`config.mk`:
```
export PLATFORM = sky130hd
export DESIGN_NAME = serial_command_frame_parser
export DESIGN_NICKNAME = d
export VERILOG_FILES = /design/src/sv/scfp_pkg.sv /design/src/sv/serial_command_frame_parser.sv /design/src/sv/scfp_ctrl.sv /design/src/sv/scfp_dp.sv
export SDC_FILE = /design/constraint.sdc
export NUM_CORES = 1
export LEC_CHECK = 0
export BUFFER_PORTS_ARGS = -buffer_cell sky130_fd_sc_hd__buf_2
export CELL_PAD_IN_SITES_DETAIL_PLACEMENT = 0
export CELL_PAD_IN_SITES_GLOBAL_PLACEMENT = 1
export CORE_ASPECT_RATIO = 1.25
export CORE_UTILIZATION = 40
export CTS_BUF_LIST = sky130_fd_sc_hd__clkbuf_8
export DETAILED_ROUTE_END_ITERATION = 6
export GPL_TIMING_DRIVEN = 0
export PLACE_DENSITY_LB_ADDON = 0.1
export SETUP_SLACK_MARGIN = 0.1
export SLEW_MARGIN = 5
export SYNTH_ARGS = -nofsm -noshare
export SYNTH_HDL_FRONTEND = slang
export SYNTH_SLANG_ARGS = --single-unit
export TNS_END_PERCENT = 100
```
`constraint.sdc`:
```
create_clock -name clk -period 6.2 [get_ports clk]
set_input_delay 0.62 -clock clk [delete_from_list [all_inputs] [get_ports clk]]
set_output_delay 0.62 -clock clk [all_outputs]
set_load 0.05 [all_outputs]
```
`src/sv/scfp_pkg.sv`:
```
package scfp_pkg;

    localparam int MAX_FRAME_BYTES_DEF     = 64;
    localparam int MAX_FRACTION_DIGITS_DEF = 6;

    localparam logic [7:0] CH_COLON = 8'h3A;
    localparam logic [7:0] CH_UP_A  = 8'h41;
    localparam logic [7:0] CH_UP_Z  = 8'h5A;
    localparam logic [7:0] CH_LO_A  = 8'h61;
    localparam logic [7:0] CH_LO_Z  = 8'h7A;
    localparam logic [7:0] CH_POINT = 8'h2E;
    localparam logic [7:0] CH_PLUS  = 8'h2B;
    localparam logic [7:0] CH_MINUS = 8'h2D;
    localparam logic [7:0] CH_ZERO  = 8'h30;
    localparam logic [7:0] CH_NINE  = 8'h39;

    // Quotient of the fraction scaling can reach 65536, so 17 bits.
    localparam int QUOT_BITS = 17;

    typedef struct packed {
        logic [7:0] data_byte;
        logic       end_of_frame;
    } in_t;

    typedef struct packed {
        logic               accepted;
        logic [7:0]         command;
        logic               value_format;
        logic signed [31:0] value_x;
        logic signed [31:0] value_y;
        logic signed [31:0] value_z;
    } out_t;

    typedef enum logic [2:0] {
        PH_IDLE = 3'd0,
        PH_SIGN = 3'd1,
        PH_INT  = 3'd2,
        PH_FRAC = 3'd3,
        PH_STOP = 3'd4
    } phase_t;

    typedef struct packed {
        logic step;
        logic div_start;
        logic div_step;
        logic finish;
        logic emit;
    } ctrl_cmd_t;

    typedef struct packed {
        logic fin_pend;
        logic eof_fin;
        logic div_done;
        logic eof;
    } dp_status_t;

    function automatic logic [19:0] pow10(input logic [2:0] n);
        logic [19:0] r;
        case (n)
            3'd0:    r = 20'd1;
            3'd1:    r = 20'd10;
            3'd2:    r = 20'd100;
            3'd3:    r = 20'd1000;
            3'd4:    r = 20'd10000;
            3'd5:    r = 20'd100000;
            default: r = 20'd1000000;
        endcase
        return r;
    endfunction

endpackage

```
`src/sv/serial_command_frame_parser.sv`:
```
// Bytes are taken one at a time: in_ready is high only while idle, so no new byte
// is taken before the last is through. A byte that closes a number token starts the
// restoring divider that scales the fraction, then the value is saturated and stored,
// then the state is rechecked. The last byte of a frame (after scaling, saturation and
// storing if a token is still open) waits for a free output register, then loads it.
// Reset (rst_n low, asynchronous) clears all frame state and stored values.
module serial_command_frame_parser
    import scfp_pkg::*;
#(
    parameter int MAX_FRAME_BYTES     = MAX_FRAME_BYTES_DEF,
    parameter int MAX_FRACTION_DIGITS = MAX_FRACTION_DIGITS_DEF
)
(
    input  logic clk,
    input  logic rst_n,
    input  logic in_valid,
    output logic in_ready,
    input  in_t  in_data,
    output logic out_valid,
    input  logic out_ready,
    output out_t out_data
);

    ctrl_cmd_t  cmd;
    dp_status_t status;

    scfp_ctrl u_ctrl (
        .clk       (clk),
        .rst_n     (rst_n),
        .in_valid  (in_valid),
        .in_ready  (in_ready),
        .out_valid (out_valid),
        .out_ready (out_ready),
        .status    (status),
        .cmd       (cmd)
    );

    scfp_dp #(
        .MAX_FRAME_BYTES     (MAX_FRAME_BYTES),
        .MAX_FRACTION_DIGITS (MAX_FRACTION_DIGITS)
    ) u_dp (
        .clk      (clk),
        .rst_n    (rst_n),
        .in_data  (in_data),
        .cmd      (cmd),
        .status   (status),
        .out_data (out_data)
    );

endmodule

```
`src/sv/scfp_ctrl.sv`:
```
module scfp_ctrl
    import scfp_pkg::*;
(
    input  logic       clk,
    input  logic       rst_n,
    input  logic       in_valid,
    output logic       in_ready,
    output logic       out_valid,
    input  logic       out_ready,
    input  dp_status_t status,
    output ctrl_cmd_t  cmd
);

    typedef enum logic [2:0] {
        S_IDLE,
        S_CHK,
        S_DIV,
        S_FIN,
        S_EOF
    } state_t;

    state_t state_reg, state_next;
    logic   out_valid_reg, out_valid_next;

    always_comb
    begin
        state_next = state_reg;
        cmd        = '0;
        case (state_reg)
            S_IDLE:
            begin
                if (in_valid)
                begin
                    cmd.step   = 1'b1;
                    state_next = S_CHK;
                end
            end
            S_CHK:
            begin
                if (status.fin_pend)
                begin
                    cmd.div_start = 1'b1;
                    state_next    = S_DIV;
                end
                else if (status.eof)
                    state_next = S_EOF;
                else
                    state_next = S_IDLE;
            end
            S_DIV:
            begin
                if (status.div_done)
                    state_next = S_FIN;
                else
                    cmd.div_step = 1'b1;
            end
            S_FIN:
            begin
                cmd.finish = 1'b1;
                state_next = S_CHK;
            end
            S_EOF:
            begin
                if (status.eof_fin)
                begin
                    cmd.div_start = 1'b1;
                    state_next    = S_DIV;
                end
                else if (!out_valid_reg || out_ready)
                begin
                    cmd.emit   = 1'b1;
                    state_next = S_IDLE;
                end
            end
            default: state_next = S_IDLE;
        endcase

        if (cmd.emit)
            out_valid_next = 1'b1;
        else if (out_ready)
            out_valid_next = 1'b0;
        else
            out_valid_next = out_valid_reg;
    end

    always_ff @(posedge clk or negedge rst_n)
    begin
        if (!rst_n)
        begin
            state_reg     <= S_IDLE;
            out_valid_reg <= 1'b0;
        end
        else
        begin
            state_reg     <= state_next;
            out_valid_reg <= out_valid_next;
        end
    end

    assign in_ready  = (state_reg == S_IDLE);
    assign out_valid = out_valid_reg;

endmodule

```
`src/sv/scfp_dp.sv`:
```
module scfp_dp
    import scfp_pkg::*;
#(
    parameter int MAX_FRAME_BYTES     = MAX_FRAME_BYTES_DEF,
    parameter int MAX_FRACTION_DIGITS = MAX_FRACTION_DIGITS_DEF
)
(
    input  logic       clk,
    input  logic       rst_n,
    input  in_t        in_data,
    input  ctrl_cmd_t  cmd,
    output dp_status_t status,
    output out_t       out_data
);

    logic [7:0]  pos_reg, pos_next;
    logic [7:0]  first_reg, first_next;
    logic        colon_reg, colon_next;
    logic [1:0]  field_reg, field_next;
    phase_t      phase_reg, phase_next;
    logic        neg_reg, neg_next;
    logic [15:0] int_reg, int_next;
    logic [19:0] frac_reg, frac_next;
    logic [2:0]  fcnt_reg, fcnt_next;
    logic [31:0] asm_reg, asm_next;
    logic [31:0] held0_reg, held0_next;
    logic [31:0] held1_reg, held1_next;
    logic [31:0] vals_reg [3];
    logic [31:0] vals_next [3];
    logic        eof_reg, eof_next;
    logic        pend_reg, pend_next;
    logic [19:0] rem_reg, rem_next;
    logic [16:0] nlow_reg, nlow_next;
    logic [16:0] quot_reg, quot_next;
    logic [19:0] divisor_reg, divisor_next;
    logic [4:0]  dcnt_reg, dcnt_next;
    out_t        out_reg, out_next;

    logic [7:0]  c;
    logic [3:0]  dval;
    logic        upper, lower, accepted;
    logic        is_digit, is_sign, is_num;
    logic [3:0]  k;
    logic [31:0] asm_tmp;
    logic [19:0] int_t;
    logic [36:0] numer;
    logic [19:0] dv;
    logic [20:0] r2;
    logic [32:0] mag;
    logic [31:0] tok_val;

    assign c        = in_data.data_byte;
    assign dval     = 4'(c - CH_ZERO);
    assign upper    = (first_reg >= CH_UP_A) && (first_reg <= CH_UP_Z);
    assign lower    = (first_reg >= CH_LO_A) && (first_reg <= CH_LO_Z);
    assign accepted = (pos_reg >= 8'd2) && colon_reg;
    assign is_digit = (c >= CH_ZERO) && (c <= CH_NINE);
    assign is_sign  = (c == CH_PLUS) || (c == CH_MINUS);
    assign is_num   = is_digit || is_sign || (c == CH_POINT);
    assign k        = 4'(pos_reg - 8'd2);

    always_comb
    begin
        pos_next     = pos_reg;
        first_next   = first_reg;
        colon_next   = colon_reg;
        field_next   = field_reg;
        phase_next   = phase_reg;
        neg_next     = neg_reg;
        int_next     = int_reg;
        frac_next    = frac_reg;
        fcnt_next    = fcnt_reg;
        asm_next     = asm_reg;
        held0_next   = held0_reg;
        held1_next   = held1_reg;
        vals_next    = vals_reg;
        eof_next     = eof_reg;
        pend_next    = pend_reg;
        rem_next     = rem_reg;
        nlow_next    = nlow_reg;
        quot_next    = quot_reg;
        divisor_next = divisor_reg;
        dcnt_next    = dcnt_reg;
        out_next     = out_reg;
        asm_tmp      = '0;
        int_t        = '0;
        numer        = '0;
        dv           = '0;
        r2           = '0;
        mag          = '0;
        tok_val      = '0;

        if (cmd.step)
        begin
            eof_next = in_data.end_of_frame;
            if (pos_reg < 8'(MAX_FRAME_BYTES))
            begin
                pos_next = pos_reg + 8'd1;
                if (pos_reg == 8'd0)
                    first_next = c;
                else if (pos_reg == 8'd1)
                    colon_next = (c == CH_COLON);
                else if (colon_reg && upper)
                begin
                    if (pos_reg <= 8'd13)
                    begin
                        asm_tmp  = (k[1:0] == 2'd0) ? 32'd0 : asm_reg;
                        asm_tmp  = asm_tmp | (32'(c) << {k[1:0], 3'b000});
                        asm_next = asm_tmp;
                        if (k[1:0] == 2'd3 && k[3:2] == 2'd0)
                            held0_next = asm_tmp;
                        if (k[1:0] == 2'd3 && k[3:2] == 2'd1)
                            held1_next = asm_tmp;
                    end
                end
                else if (colon_reg && lower)
                begin
                    if (phase_reg == PH_IDLE)
                    begin
                        if (is_num && field_reg != 2'd3)
                        begin
                            neg_next  = 1'b0;
                            int_next  = '0;
                            frac_next = '0;
                            fcnt_next = '0;
                            if (is_sign)
                            begin
                                neg_next   = (c == CH_MINUS);
                                phase_next = PH_SIGN;
                            end
                            else if (is_digit)
                            begin
                                int_next   = 16'(dval);
                                phase_next = PH_INT;
                            end
                            else
                                phase_next = PH_FRAC;
                        end
                    end
                    else if (!is_num)
                        pend_next = 1'b1;
                    else if (phase_reg != PH_STOP)
                    begin
                        if (is_digit)
                        begin
                            if (phase_reg == PH_FRAC)
                            begin
                                if (fcnt_reg < 3'(MAX_FRACTION_DIGITS))
                                begin
                                    frac_next = 20'(frac_reg * 20'd10) + 20'(dval);
                                    fcnt_next = fcnt_reg + 3'd1;
                                end
                            end
                            else
                            begin
                                int_t      = 20'(int_reg) * 20'd10 + 20'(dval);
                                int_next   = (int_t > 20'hFFFF) ? 16'hFFFF : int_t[15:0];
                                phase_next = PH_INT;
                            end
                        end
                        else if (c == CH_POINT && phase_reg != PH_FRAC)
                            phase_next = PH_FRAC;
                        else
                            phase_next = PH_STOP;
                    end
                end
            end
        end

        // Fraction scaling: round(F * 65536 / 10^n) by restoring division,
        // one quotient bit per cycle.
        if (cmd.div_start)
        begin
            dv           = pow10(fcnt_reg);
            numer        = {1'b0, frac_reg, 16'd0} + 37'(dv >> 1);
            divisor_next = dv;
            rem_next     = numer[36:17];
            nlow_next    = numer[16:0];
            quot_next    = '0;
            dcnt_next    = 5'(QUOT_BITS);
        end

        if (cmd.div_step)
        begin
            r2 = {rem_reg, nlow_reg[16]};
            if (r2 >= {1'b0, divisor_reg})
            begin
                rem_next  = 20'(r2 - {1'b0, divisor_reg});
                quot_next = {quot_reg[15:0], 1'b1};
            end
            else
            begin
                rem_next  = r2[19:0];
                quot_next = {quot_reg[15:0], 1'b0};
            end
            nlow_next = {nlow_reg[15:0], 1'b0};
            dcnt_next = dcnt_reg - 5'd1;
        end

        if (cmd.finish)
        begin
            mag = {1'b0, int_reg, 16'd0} + 33'(quot_reg);
            if (neg_reg)
                tok_val = (mag >= 33'h080000000) ? 32'h80000000 : 32'(33'd0 - mag);
            else
                tok_val = (mag > 33'h07FFFFFFF) ? 32'h7FFFFFFF : mag[31:0];
            if (field_reg != 2'd3)
            begin
                vals_next[field_reg] = tok_val;
                field_next           = field_reg + 2'd1;
            end
            phase_next = PH_IDLE;
            neg_next   = 1'b0;
            int_next   = '0;
            frac_next  = '0;
            fcnt_next  = '0;
            pend_next  = 1'b0;
        end

        if (cmd.emit)
        begin
            out_next.accepted     = accepted;
            out_next.command      = '0;
            out_next.value_format = 1'b0;
            if (accepted && upper)
            begin
                out_next.value_format = 1'b1;
                if (pos_reg >= 8'd14)
                begin
                    vals_next[0]     = held0_reg;
                    vals_next[1]     = held1_reg;
                    vals_next[2]     = asm_reg;
                    out_next.command = first_reg;
                end
            end
            else if (accepted && lower && field_reg == 2'd3)
                out_next.command = first_reg;
            out_next.value_x = vals_next[0];
            out_next.value_y = vals_next[1];
            out_next.value_z = vals_next[2];

            pos_next   = '0;
            first_next = '0;
            colon_next = 1'b0;
            field_next = '0;
            phase_next = PH_IDLE;
            neg_next   = 1'b0;
            int_next   = '0;
            frac_next  = '0;
            fcnt_next  = '0;
            asm_next   = '0;
            held0_next = '0;
            held1_next = '0;
            pend_next  = 1'b0;
        end
    end

    always_ff @(posedge clk or negedge rst_n)
    begin
        if (!rst_n)
        begin
            pos_reg     <= '0;
            first_reg   <= '0;
            colon_reg   <= 1'b0;
            field_reg   <= '0;
            phase_reg   <= PH_IDLE;
            neg_reg     <= 1'b0;
            int_reg     <= '0;
            frac_reg    <= '0;
            fcnt_reg    <= '0;
            asm_reg     <= '0;
            held0_reg   <= '0;
            held1_reg   <= '0;
            vals_reg[0] <= '0;
            vals_reg[1] <= '0;
            vals_reg[2] <= '0;
            eof_reg     <= 1'b0;
            pend_reg    <= 1'b0;
            dcnt_reg    <= '0;
        end
        else
        begin
            pos_reg   <= pos_next;
            first_reg <= first_next;
            colon_reg <= colon_next;
            field_reg <= field_next;
            phase_reg <= phase_next;
            neg_reg   <= neg_next;
            int_reg   <= int_next;
            frac_reg  <= frac_next;
            fcnt_reg  <= fcnt_next;
            asm_reg   <= asm_next;
            held0_reg <= held0_next;
            held1_reg <= held1_next;
            vals_reg  <= vals_next;
            eof_reg   <= eof_next;
            pend_reg  <= pend_next;
            dcnt_reg  <= dcnt_next;
        end
    end

    always_ff @(posedge clk)
    begin
        rem_reg     <= rem_next;
        nlow_reg    <= nlow_next;
        quot_reg    <= quot_next;
        divisor_reg <= divisor_next;
        out_reg     <= out_next;
    end

    assign status.fin_pend = pend_reg;
    assign status.eof_fin  = accepted && lower && (phase_reg != PH_IDLE);
    assign status.div_done = (dcnt_reg == 5'd0);
    assign status.eof      = eof_reg;
    assign out_data        = out_reg;

endmodule

```
==> flow_summary.ini, run 1 <==
[global_routing]
grt_max_degree = 98
antenna_found_initial = 5
grt_pass1_wl_mm = 132
overflow = 0
first_global_vias = 21500
grt_use_total_pct = 27.2

[logic_synthesis]
yosys-top-cells-count = nand2_1, o21ai_0, dfrtp_1, nor2_1, edfxtp_1
synth-seq-cells = 439
synth.top_cell.area_share_pct = 26.2
synth_most_common_cell = nand2_1
synth_area_leaders = dfrtp_1, edfxtp_1, o21ai_0, nand2_1, ha_1
syn-num-nets = 2880
avgSynthCellArea_um2 = 9.19
synth_edf_count = 173
synth_top_area_cell = dfrtp_1
syn_area_um2 = 25300
yosysSeqAreaShare_pct = 46.8
synth_warnings = 0
netlist_instances = 2754
synth_cell_type_count = 88
synthFlopType = dfrtp_1
async_reset_ff_share_pct = 60.4

[critical_path]
worst-setup-path-type = flop to flop
crit_path_end_kind = flop
cp_top_family = compound AO/OA/AOI/OAI gates
cp_cell_sequence = ha_1, ha_1, clkbuf_1, nand4_1, nor4_1, xnor2_1, nor3_1, a211oi_1, a21oi_1, o21ai_0, o221ai_1
path_depth = 11
critPathMostFrequentCell = ha_1
crit_fanout = 9
cpPeakStageDelay_ps = 1110
worst-endpoint-arrival_ps = 5340
critPathBufInv = 1
crit_path_start_kind = flop
cp_slowest_cell = o21ai_0
r2r_cells = 11
required_ps = 6550

[timing]
setup_tns_ps = 0
fin_crit_sh_pct = 80.3
setup_ws_ps = 1220
slew-limit-headroom_pct = 4.37
tightestPinTransition_ps = 1420
rsz0062_at_grt = no
timing.final.crit_period_ps = 4980
slew_viol_final = 0
hold_viol_final = 0
fmax_mhz = 201
fin_skew_ps = 40.4
setup_violations = 0

[worst_hold_path]
hold_path.class = input pin to flop
worstHoldPathCells = 2

[die]
die_area_um2 = 64300
ios = 121
row_count = 102
die_x_um = 227
die_h_um = 283
start_util_pct = 40.6
core-area_um2 = 62300

[routing]
routed_wl_mm = 87.8
drcViolationCount = 0
drtAntennaViolNets = 0
drt_iter0_drc = 1788
vias = 22200
wl_per_cell_um = 22.8
post_drt_via_cell_ratio = 5.77
dr.pass1.iters = 5

[finish]
utilization_pct = 46.0
fill_cells = 6190
seq_area_um2 = 11800
largest_register_ff_count = 106
stdcell_count = 3854
drive_gt1_share_pct = 9.43
nets = 3084
areaGrowthSynthToFinish_pct = 13.2
multi_input_area_um2 = 12400
final_area_um2 = 28600

[clock_network]
htreeDepth = 3
cts_tree = built
cts_inserted_buffers = 77
clk_latency_ps = 690
clockBufferDepth = 3
cts_resized = 0
clk_pin_slew_ps = 60
cts.sinks = 439
cts-root-buf = clkbuf_8

[place]
routabilityCongestion = 0.946
dp.cells = 3710
pre_cts_ws_ps = 1340
postPlaceCellArea_um2 = 27100
port_buffers = 120
dpl.hpwl_mm = 65.7

[run]
max_cap_viol_count = 0

[run_status]
status = finished clean

[power_and_ir_drop]
powerDensity_nw_per_um2 = 237
peakVddDrop_mv = 0.131
p_leak_uw = 0.0115
## cell type report
type                    instances  share of cell area (%)
diodes                          1                 0.00874
plain buffers                 167                    2.29
clock buffers                  90                    4.32
clock inverters                52                    1.10
inverters                     107                    1.40
multi-input cells            2041                    43.4
flip-flops and latches        439                    41.4
well taps                     832                    3.63
repair buffers                125                    2.52
## repair_timing
| action | 4_1_cts | 5_1_grt |
|---|---|---|
| endpoints found under the hold margin | 21 | 0 |
| hold buffers | 1 | 0 |
| setup buffers | 0 | 0 |
## worst register-to-register path, cell delays in order, from the launching register on
cell and delay [ps]:
dfrtp_1 490, ha_1 290, ha_1 170, clkbuf_1 320, nand4_1 370, nor4_1 360, xnor2_1 280, nor3_1 190
a211oi_1 680, a21oi_1 80, o21ai_0 1110, o221ai_1 330
## cell families (layout without fill, tap and decap cells)
kind of cell | after synthesis | after routing | share of synthesized area [%]
AND/OR/NAND/NOR | 1009 | 1009 | 18.7
AO/OA/AOI/OAI | 761 | 761 | 18.8
flip-flops | 439 | 439 | 46.8
buffers and inverters | 274 | 541 | 4.16
adder cells (fa/ha/maj) | 113 | 113 | 5.76
XOR/XNOR | 91 | 91 | 3.15
multiplexers | 66 | 66 | 2.63
other | 1 | 2 | 0.0148
## worst paths after layout
check,startpoint,to,slack [ps]
setup / recovery,u_dp.int_reg[0],u_dp.out_data[45],1220
max in group asynchronous,rst_n,u_dp.first_reg[7],4210
min in group asynchronous,rst_n,u_dp.vals_reg[82],550
hold reg to reg,u_dp.nlow_reg[0],u_dp.nlow_reg[0],460
hold / removal,in_data[0],u_dp.eof_reg,270
setup reg to reg,u_dp.int_reg[0],u_dp.out_data[45],1220
## through the flow
stage / total power [uW] / hold slack (ps)
global route: 7050 / 252
finish: 6800 / 268
detailed placement: 4130 / 457
floorplan: 3810 / 324
global placement: 4130 / 441
CTS: 6840 / 220
## cells in the final DEF, fill, tap and decap left out, types with 10 or more instances in the layout
master / instances
mux2i_1: 62
clkbuf_1: 138
nor2b_1: 21
o22ai_1: 18
and3_1: 16
nand2_1: 372
nand4_1: 31
buf_2: 133
edfxtp_1: 173
nor2_1: 214
a22o_1: 19
a21oi_1: 136
a211oi_1: 17
nand2b_1: 12
inv_1: 129
or3_1: 21
dfrtp_1: 265
buf_1: 13
ha_1: 107
nor4_1: 18
or2_2: 13
a31oi_1: 57
a21o_1: 26
a221oi_1: 10
o221ai_1: 37
o21a_1: 15
xnor2_1: 47
xor2_1: 44
nand3_1: 158
o21ai_0: 299
o31ai_1: 33
clkbuf_8: 90
o211ai_1: 18
nor3_1: 49
and2_1: 29
clkinv_1: 14
## per-layer routing
metal  vias to the layer above  global-route usage [%]  routed length (um)
met5                         -                       0                  57
met4                         8                    12.2                3990
met3                       169                    3.83                4320
met2                       691                    48.0               44700
met1                     10900                    32.5               34800
li1                      10400                       -                   -
## where the power goes
group          internal [uW]  leakage [uW]  switching [uW]
combinational            194       0.00578             708
sequential              3120       0.00479            54.6
clock                   1420      0.000889            1290
total                   4740        0.0115            2060
Note: power is estimated with default switching activity, not from simulation.
==> run 2: changes to the inputs <==
Clock period 6.2 ns to 4.7 ns, I/O delays scaled along.
==> run 2 against run 1 <==
  * Global-route usage about the same
  * Via count up 0.30%
  * Critical path depth unchanged
  * First-iteration DRC count up 5.6%
  * Die area unchanged
  * Register-to-register slack worse by 960 ps
  * Non-clock buffer count down 1
  * Combinational power up 32%
  * Sequential power up 32%
  * Highest routed layer unchanged
==> flow_summary.ini, run 2 (synthesis results as in run 1) <==
[run_status]
status = finished clean

[finish]
drive_gt1_share_pct = 10.2
utilization_pct = 46.1
layout_common_cells = nand2_1, o21ai_0, dfrtp_1
largest_register_ff_count = 106
stdcell_count = 3855
fill_cells = 6135
nets = 3083
areaGrowthSynthToFinish_pct = 13.5
mostFrequentLayoutCell = nand2_1

[critical_path]
r2r_cells = 11
r2r-start = u_dp.int_reg[0]
crit_start = u_dp.int_reg[0]
crit_path_end_kind = flop
crit_fanout = 9
r2r_slack_ps = 260
required_ps = 5200
worst-endpoint-arrival_ps = 4940
worstReg2RegEnd = u_dp.out_data[16]
crit_path_start_kind = flop
worst-setup-path-type = flop to flop

[place]
dpl.hpwl_mm = 65.8
routabilityCongestion = 0.965
dp.cells = 3709
port_buffers = 120

[power_and_ir_drop]
peakVddDrop_mv = 0.225
p_leak_uw = 0.0115
powerDensity_nw_per_um2 = 314

[routing]
routed_wl_mm = 88.2
wl_per_cell_um = 22.9
post_drt_via_cell_ratio = 5.78
drtAntennaViolNets = 0
vias = 22300
drcViolationCount = 0
drt_iter0_drc = 1889
dr.pass1.iters = 5

[clock_network]
cts_tree = built
cts-root-buf = clkbuf_8
cts_inserted_buffers = 77
htreeDepth = 3
clk_pin_slew_ps = 60
cts.sinks = 439
clockBufferDepth = 3
clk_latency_ps = 690

[timing]
setup_violations = 0
rsz0062_at_grt = yes
slew_viol_final = 0
slew-limit-headroom_pct = 18.7
tightestPinTransition_ps = 1220
fmax_mhz = 225
setup_tns_ps = 0
timing.final.crit_period_ps = 4440
fin_crit_sh_pct = 94.5
hold_viol_final = 0
fin_skew_ps = 43.8

[die]
die_h_um = 283
core-area_um2 = 62300
row_count = 102
die_x_um = 227
die_area_um2 = 64300
ios = 121
start_util_pct = 40.6

[global_routing]
grt_max_degree = 116
top_usage_layer = met2
grt.met1_usage_pct = 32.4
first_global_vias = 21500
antenna_found_initial = 4
met2_usage_pct = 46.9
overflow = 0
grtUsageMet3_pct = 4.18
grt_use_total_pct = 27.3
grt_pass1_wl_mm = 132

[worst_hold_path]
worstHoldPathCells = 2
hold-path-endpoint = u_dp.eof_reg
hp-start = in_data[0]
hold_path.class = input pin to flop

[run]
max_cap_viol_count = 0
-- run 2: cell types whose count changed in the layout (fill, tap and decap cells not counted), moves of 3 or more --
cell | before | now
a22o_1 | 19 | 16
o22ai_1 | 18 | 10
clkbuf_8 | 90 | 83
clkinv_2 | 7 | 14
a22o_2 | 0 | 3
o22ai_2 | 0 | 7
-- run 2: area by class of cell --
type                            count  area [um2]  area share, %
Timing Repair Buffer              124         696           2.42
Antenna cell                        1        2.50        0.00871
Multi-Input combinational cell   2041       12500           43.6
Tap cell                          832        1040           3.62
Buffer                            167         663           2.31
Sequential cell                   439       11800           41.2
Inverter                          107         402           1.40
Clock buffer                       82        1130           3.93
Clock inverter                     62         443           1.54
-- run 2: through the flow --
step	instance area, um2	power (uW)	hold WS (ps)	setup WS (ps)
6_report	28700	9020	100	259
5_1_grt	28700	9370	80.3	76.6
4_1_cts	28700	9100	50.4	11.0
3_5_place_dp	27100	5440	454	-145
3_3_place_gp	27000	5430	443	-2170
2_1_floorplan	25300	5020	174	618
-- run 2: worst max path at each step --
| stage | cells after the start | endpoint | slack [ps] |
|---|---|---|---|
| final | 11 | u_dp.out_data[16] | 260 |
| after global routing | 11 | u_dp.out_data[16] | 80 |
| after CTS | 11 | u_dp.out_data[91] | 10 |
| after detailed placement | 11 | u_dp.out_data[77] | -140 |
| after global placement | 1 | u_dp.first_reg[4] | -2170 |
| after floorplan | 7 | u_dp.out_data[0] | 620 |
-- run 2: repair_timing --
item | CTS | global route
buffers inserted | 0 | 0
hold buffers | 1 | 0
gates cloned | 0 | 0
hold endpoints to repair | 104 | 0
setup endpoints to repair | 15 | 67
resized for setup | 9 | 15
-- run 2: routing by layer --
layer / wire length, um / vias up
li1: - / 10400
met1: 35100 / 11000
met2: 43800 / 679
met3: 4170 / 211
met4: 5050 / 6
met5: 43 / -
-- run 2: where the power goes --
group	total [uW]	switching (uW)	internal, uW
Clock	3640	1750	1880
Combinational	1190	936	249
Sequential	4200	72.0	4120
Total	9020	2760	6260
-- run 2: critical path, cell delays in order (launching register included) --
cell	delay (ps)
dfrtp_1	460
ha_1	280
ha_1	170
clkbuf_1	330
xnor2_1	310
nor3_1	380
o211ai_1	180
or4b_2	710
o211ai_2	570
a22o_2	460
mux2i_1	150
o21ai_0	280
==> run 3: changes to the inputs <==
Settings changed: ABC_AREA set to 1.
==> run 3 against run 2 <==
  * Maximum frequency rose by 6.0%
  * Via count rose by 8.4%
  * Critical path depth grew 9
  * First-iteration DRC count grew 3.8%
  * Critical path type unchanged
  * Combinational power rose to 4.5 times the previous value
  * Die area increased by 4.4%
  * Highest routed layer is now met4
  * Critical endpoint is now u_dp.rem_reg[15]
  * Hold slack better by 24 ps
  * Core utilization is 0.49 points lower
  * Design area is 4.2% higher
  * Total power up 66%
==> flow_summary.ini, run 3 <==
[logic_synthesis]
synth_cell_type_count = 63
synthFlopType = dfrtp_1
synth_top_area_cell = dfrtp_1
netlist_instances = 3407
synth_most_common_cell = nand2_1
yosys-top-cells-count = nand2_1, inv_1, nand3_1, nor2_1, dfrtp_1
synth.top_cell.area_share_pct = 25.1
syn_area_um2 = 26400
synth_edf_count = 173
avgSynthCellArea_um2 = 7.76
syn-num-nets = 3533
synth-seq-cells = 439
synth_area_leaders = dfrtp_1, edfxtp_1, nand2_1, nand3_1, inv_1
yosysSeqAreaShare_pct = 44.8
synth_warnings = 0
async_reset_ff_share_pct = 60.4

[clock_network]
post_cts_buffers = 0
clk_latency_ps = 710
htreeDepth = 3
cts_inserted_buffers = 79
cts_tree = built
cts-root-buf = clkbuf_8
clk_pin_slew_ps = 60
clockBufferDepth = 3
cts.sinks = 439

[routing]
wl_per_cell_um = 19.5
drcViolationCount = 0
drt_iter0_drc = 1960
vias = 24200
drtAntennaViolNets = 0
dr.pass1.iters = 6
routed_wl_mm = 88.6
post_drt_via_cell_ratio = 5.33

[finish]
largest_register_ff_count = 106
seq_area_um2 = 11800
mostFrequentLayoutCell = nand2_1
layout_common_cells = nand2_1, inv_1, nand3_1
utilization_pct = 45.7
stdcell_count = 4536
fill_cells = 6601
nets = 3739
multi_input_area_um2 = 12500
drive_gt1_share_pct = 9.98
areaGrowthSynthToFinish_pct = 13.2

[worst_hold_path]
worstHoldPathCells = 4
hold_path.class = input pin to flop

[global_routing]
grt_max_degree = 107
grt_use_total_pct = 26.3
grt_pass1_wl_mm = 135
antenna_found_initial = 1
first_global_vias = 22900
overflow = 0

[critical_path]
worst-setup-path-type = flop to flop
required_ps = 5130
crit_path_start_kind = flop
worstReg2RegEnd = u_dp.rem_reg[15]
crit_path_end_kind = flop
r2r_slack_ps = 510
crit_start = u_dp.fcnt_reg[2]
crit_fanout = 8
r2r-start = u_dp.fcnt_reg[2]
r2r_cells = 20
crit_path_end = u_dp.rem_reg[15]
worst-endpoint-arrival_ps = 4620

[power_and_ir_drop]
power_frac_clock_pct = 26.0
seqPwrFrac_pct = 37.8
power.switching_uw = 6180
p_leak_uw = 0.0146
p_sw_share_pct = 41.3
pwr-share-comb_pct = 36.2
p_int_uw = 8770
powerDensity_nw_per_um2 = 500
peakVddDrop_mv = 0.262

[timing]
timing.final.crit_period_ps = 4190
rsz0062_at_grt = no
fin_crit_sh_pct = 89.1
fmax_mhz = 239
setup_violations = 0
whs_ps = 125
slew_viol_final = 0
slew-limit-headroom_pct = 28.1
hold_viol_final = 0
tightestPinTransition_ps = 1080
fin_skew_ps = 61.0

[die]
die_area_um2 = 67100
die_h_um = 289
die_x_um = 232
core-area_um2 = 65600
start_util_pct = 40.3
row_count = 105
ios = 121

[run_status]
status = finished clean

[place]
dpl.hpwl_mm = 67.0
dp.cells = 4386
routabilityCongestion = 0.913
port_buffers = 120

[run]
max_cap_viol_count = 0
run 3: changes by cell type in the layout (fill, tap and decap cells not counted), moves of 53 or more:
cell,change
clkbuf_1,-53
inv_1,+282
mux2i_1,-62
nand2_1,+507
nand3_1,+168
nor2_1,+73
o21ai_0,-101
o21ai_1,+57
run 3: logic make-up (layout without fill, tap and decap cells):
logic type | after synthesis | in the layout | share of synthesized area, %
adders and majority gates | 113 | 113 | 5.52
and+or+nand+nor | 1712 | 1712 | 28.2
DFF | 439 | 439 | 44.8
muxes | 3 | 3 | 0.128
xor gates and xnor gates | 66 | 66 | 2.19
AOI/OAI and AO/OA | 533 | 533 | 11.2
other | 1 | 4 | 0.0142
buffers and inverters | 540 | 810 | 8.01
run 3: power groups by stage:
stage / registers, uW / logic [uW] / clock network (uW)
4_1_cts: 5650 / 5400 / 3970
3_5_place_dp: 5710 / 5380 / 0
3_3_place_gp: 5720 / 5260 / 0
2_1_floorplan: 6120 / 3280 / 0
6_report: 5650 / 5410 / 3890
5_1_grt: 5750 / 6000 / 4140
run 3: stage by stage:
stage / worst slack (ps) / TNS, ps / power [uW] / cell area, um2
floorplan: 1220 / 0 / 9400 / 26400
finish: 512 / 0 / 15000 / 29900
detailed placement: 290 / 0 / 11100 / 28200
CTS: 254 / 0 / 15000 / 29900
global placement: -2240 / -583800 / 11000 / 28100
global route: 104 / 0 / 15900 / 29900
run 3: how the worst min path moves through the flow:
stage	startpoint	end	slack [ps]
final	in_valid	u_dp.eof_reg	120
after global placement	u_dp.nlow_reg[0]	u_dp.nlow_reg[0]	470
after floorplan	rst_n	u_ctrl.out_valid	170
after CTS	in_valid	u_dp.eof_reg	90
after global routing	in_valid	u_dp.eof_reg	130
after detailed placement	rst_n	u_dp.int_reg[15]	460
run 3: critical path, stage by stage (launching register included):
cell	delay [ps]
dfrtp_1	320
clkbuf_1	280
inv_1	180
ha_1	280
nor2_1	120
inv_1	90
nor2_2	290
inv_1	250
fa_1	460
nor2_1	150
o21ai_0	140
nor3_1	220
inv_1	90
nor2_1	170
nand3_1	190
nor2_1	190
inv_1	70
nor2_1	180
a21oi_1	90
o21ai_0	120
nand2_1	70
run 3: repair_timing:
| item | CTS | global route |
|---|---|---|
| setup endpoints to repair | 0 | 4 |
| hold buffers | 2 | 0 |
| resized for setup | 0 | 1 |
| hold endpoints to repair | 65 | 0 |
run 3: area by class of cell:
cell class / instances / share of cell area (%)
multi-input cells: 2428 / 41.7
inverters: 405 / 5.09
plain buffers: 135 / 2.01
clock buffers: 90 / 4.14
diodes: 3 / 0.0251
well taps: 856 / 3.58
repair buffers: 125 / 2.38
clock inverters: 55 / 1.48
flip-flops and latches: 439 / 39.6
run 3: layer usage:
| metal | wire length [um] | vias up | GRT usage (%) | part of all wire, % |
|---|---|---|---|---|
| met1 | 40100 | 11600 | 36.5 | 45 |
| met4 | 2960 | 0 | 10.1 | 3.3 |
| met2 | 40700 | 770 | 41.6 | 46 |
| li1 | - | 11600 | - | - |
| met3 | 4900 | 160 | 3.42 | 5.5 |
| met5 | 0 | - | 0 | 0 |
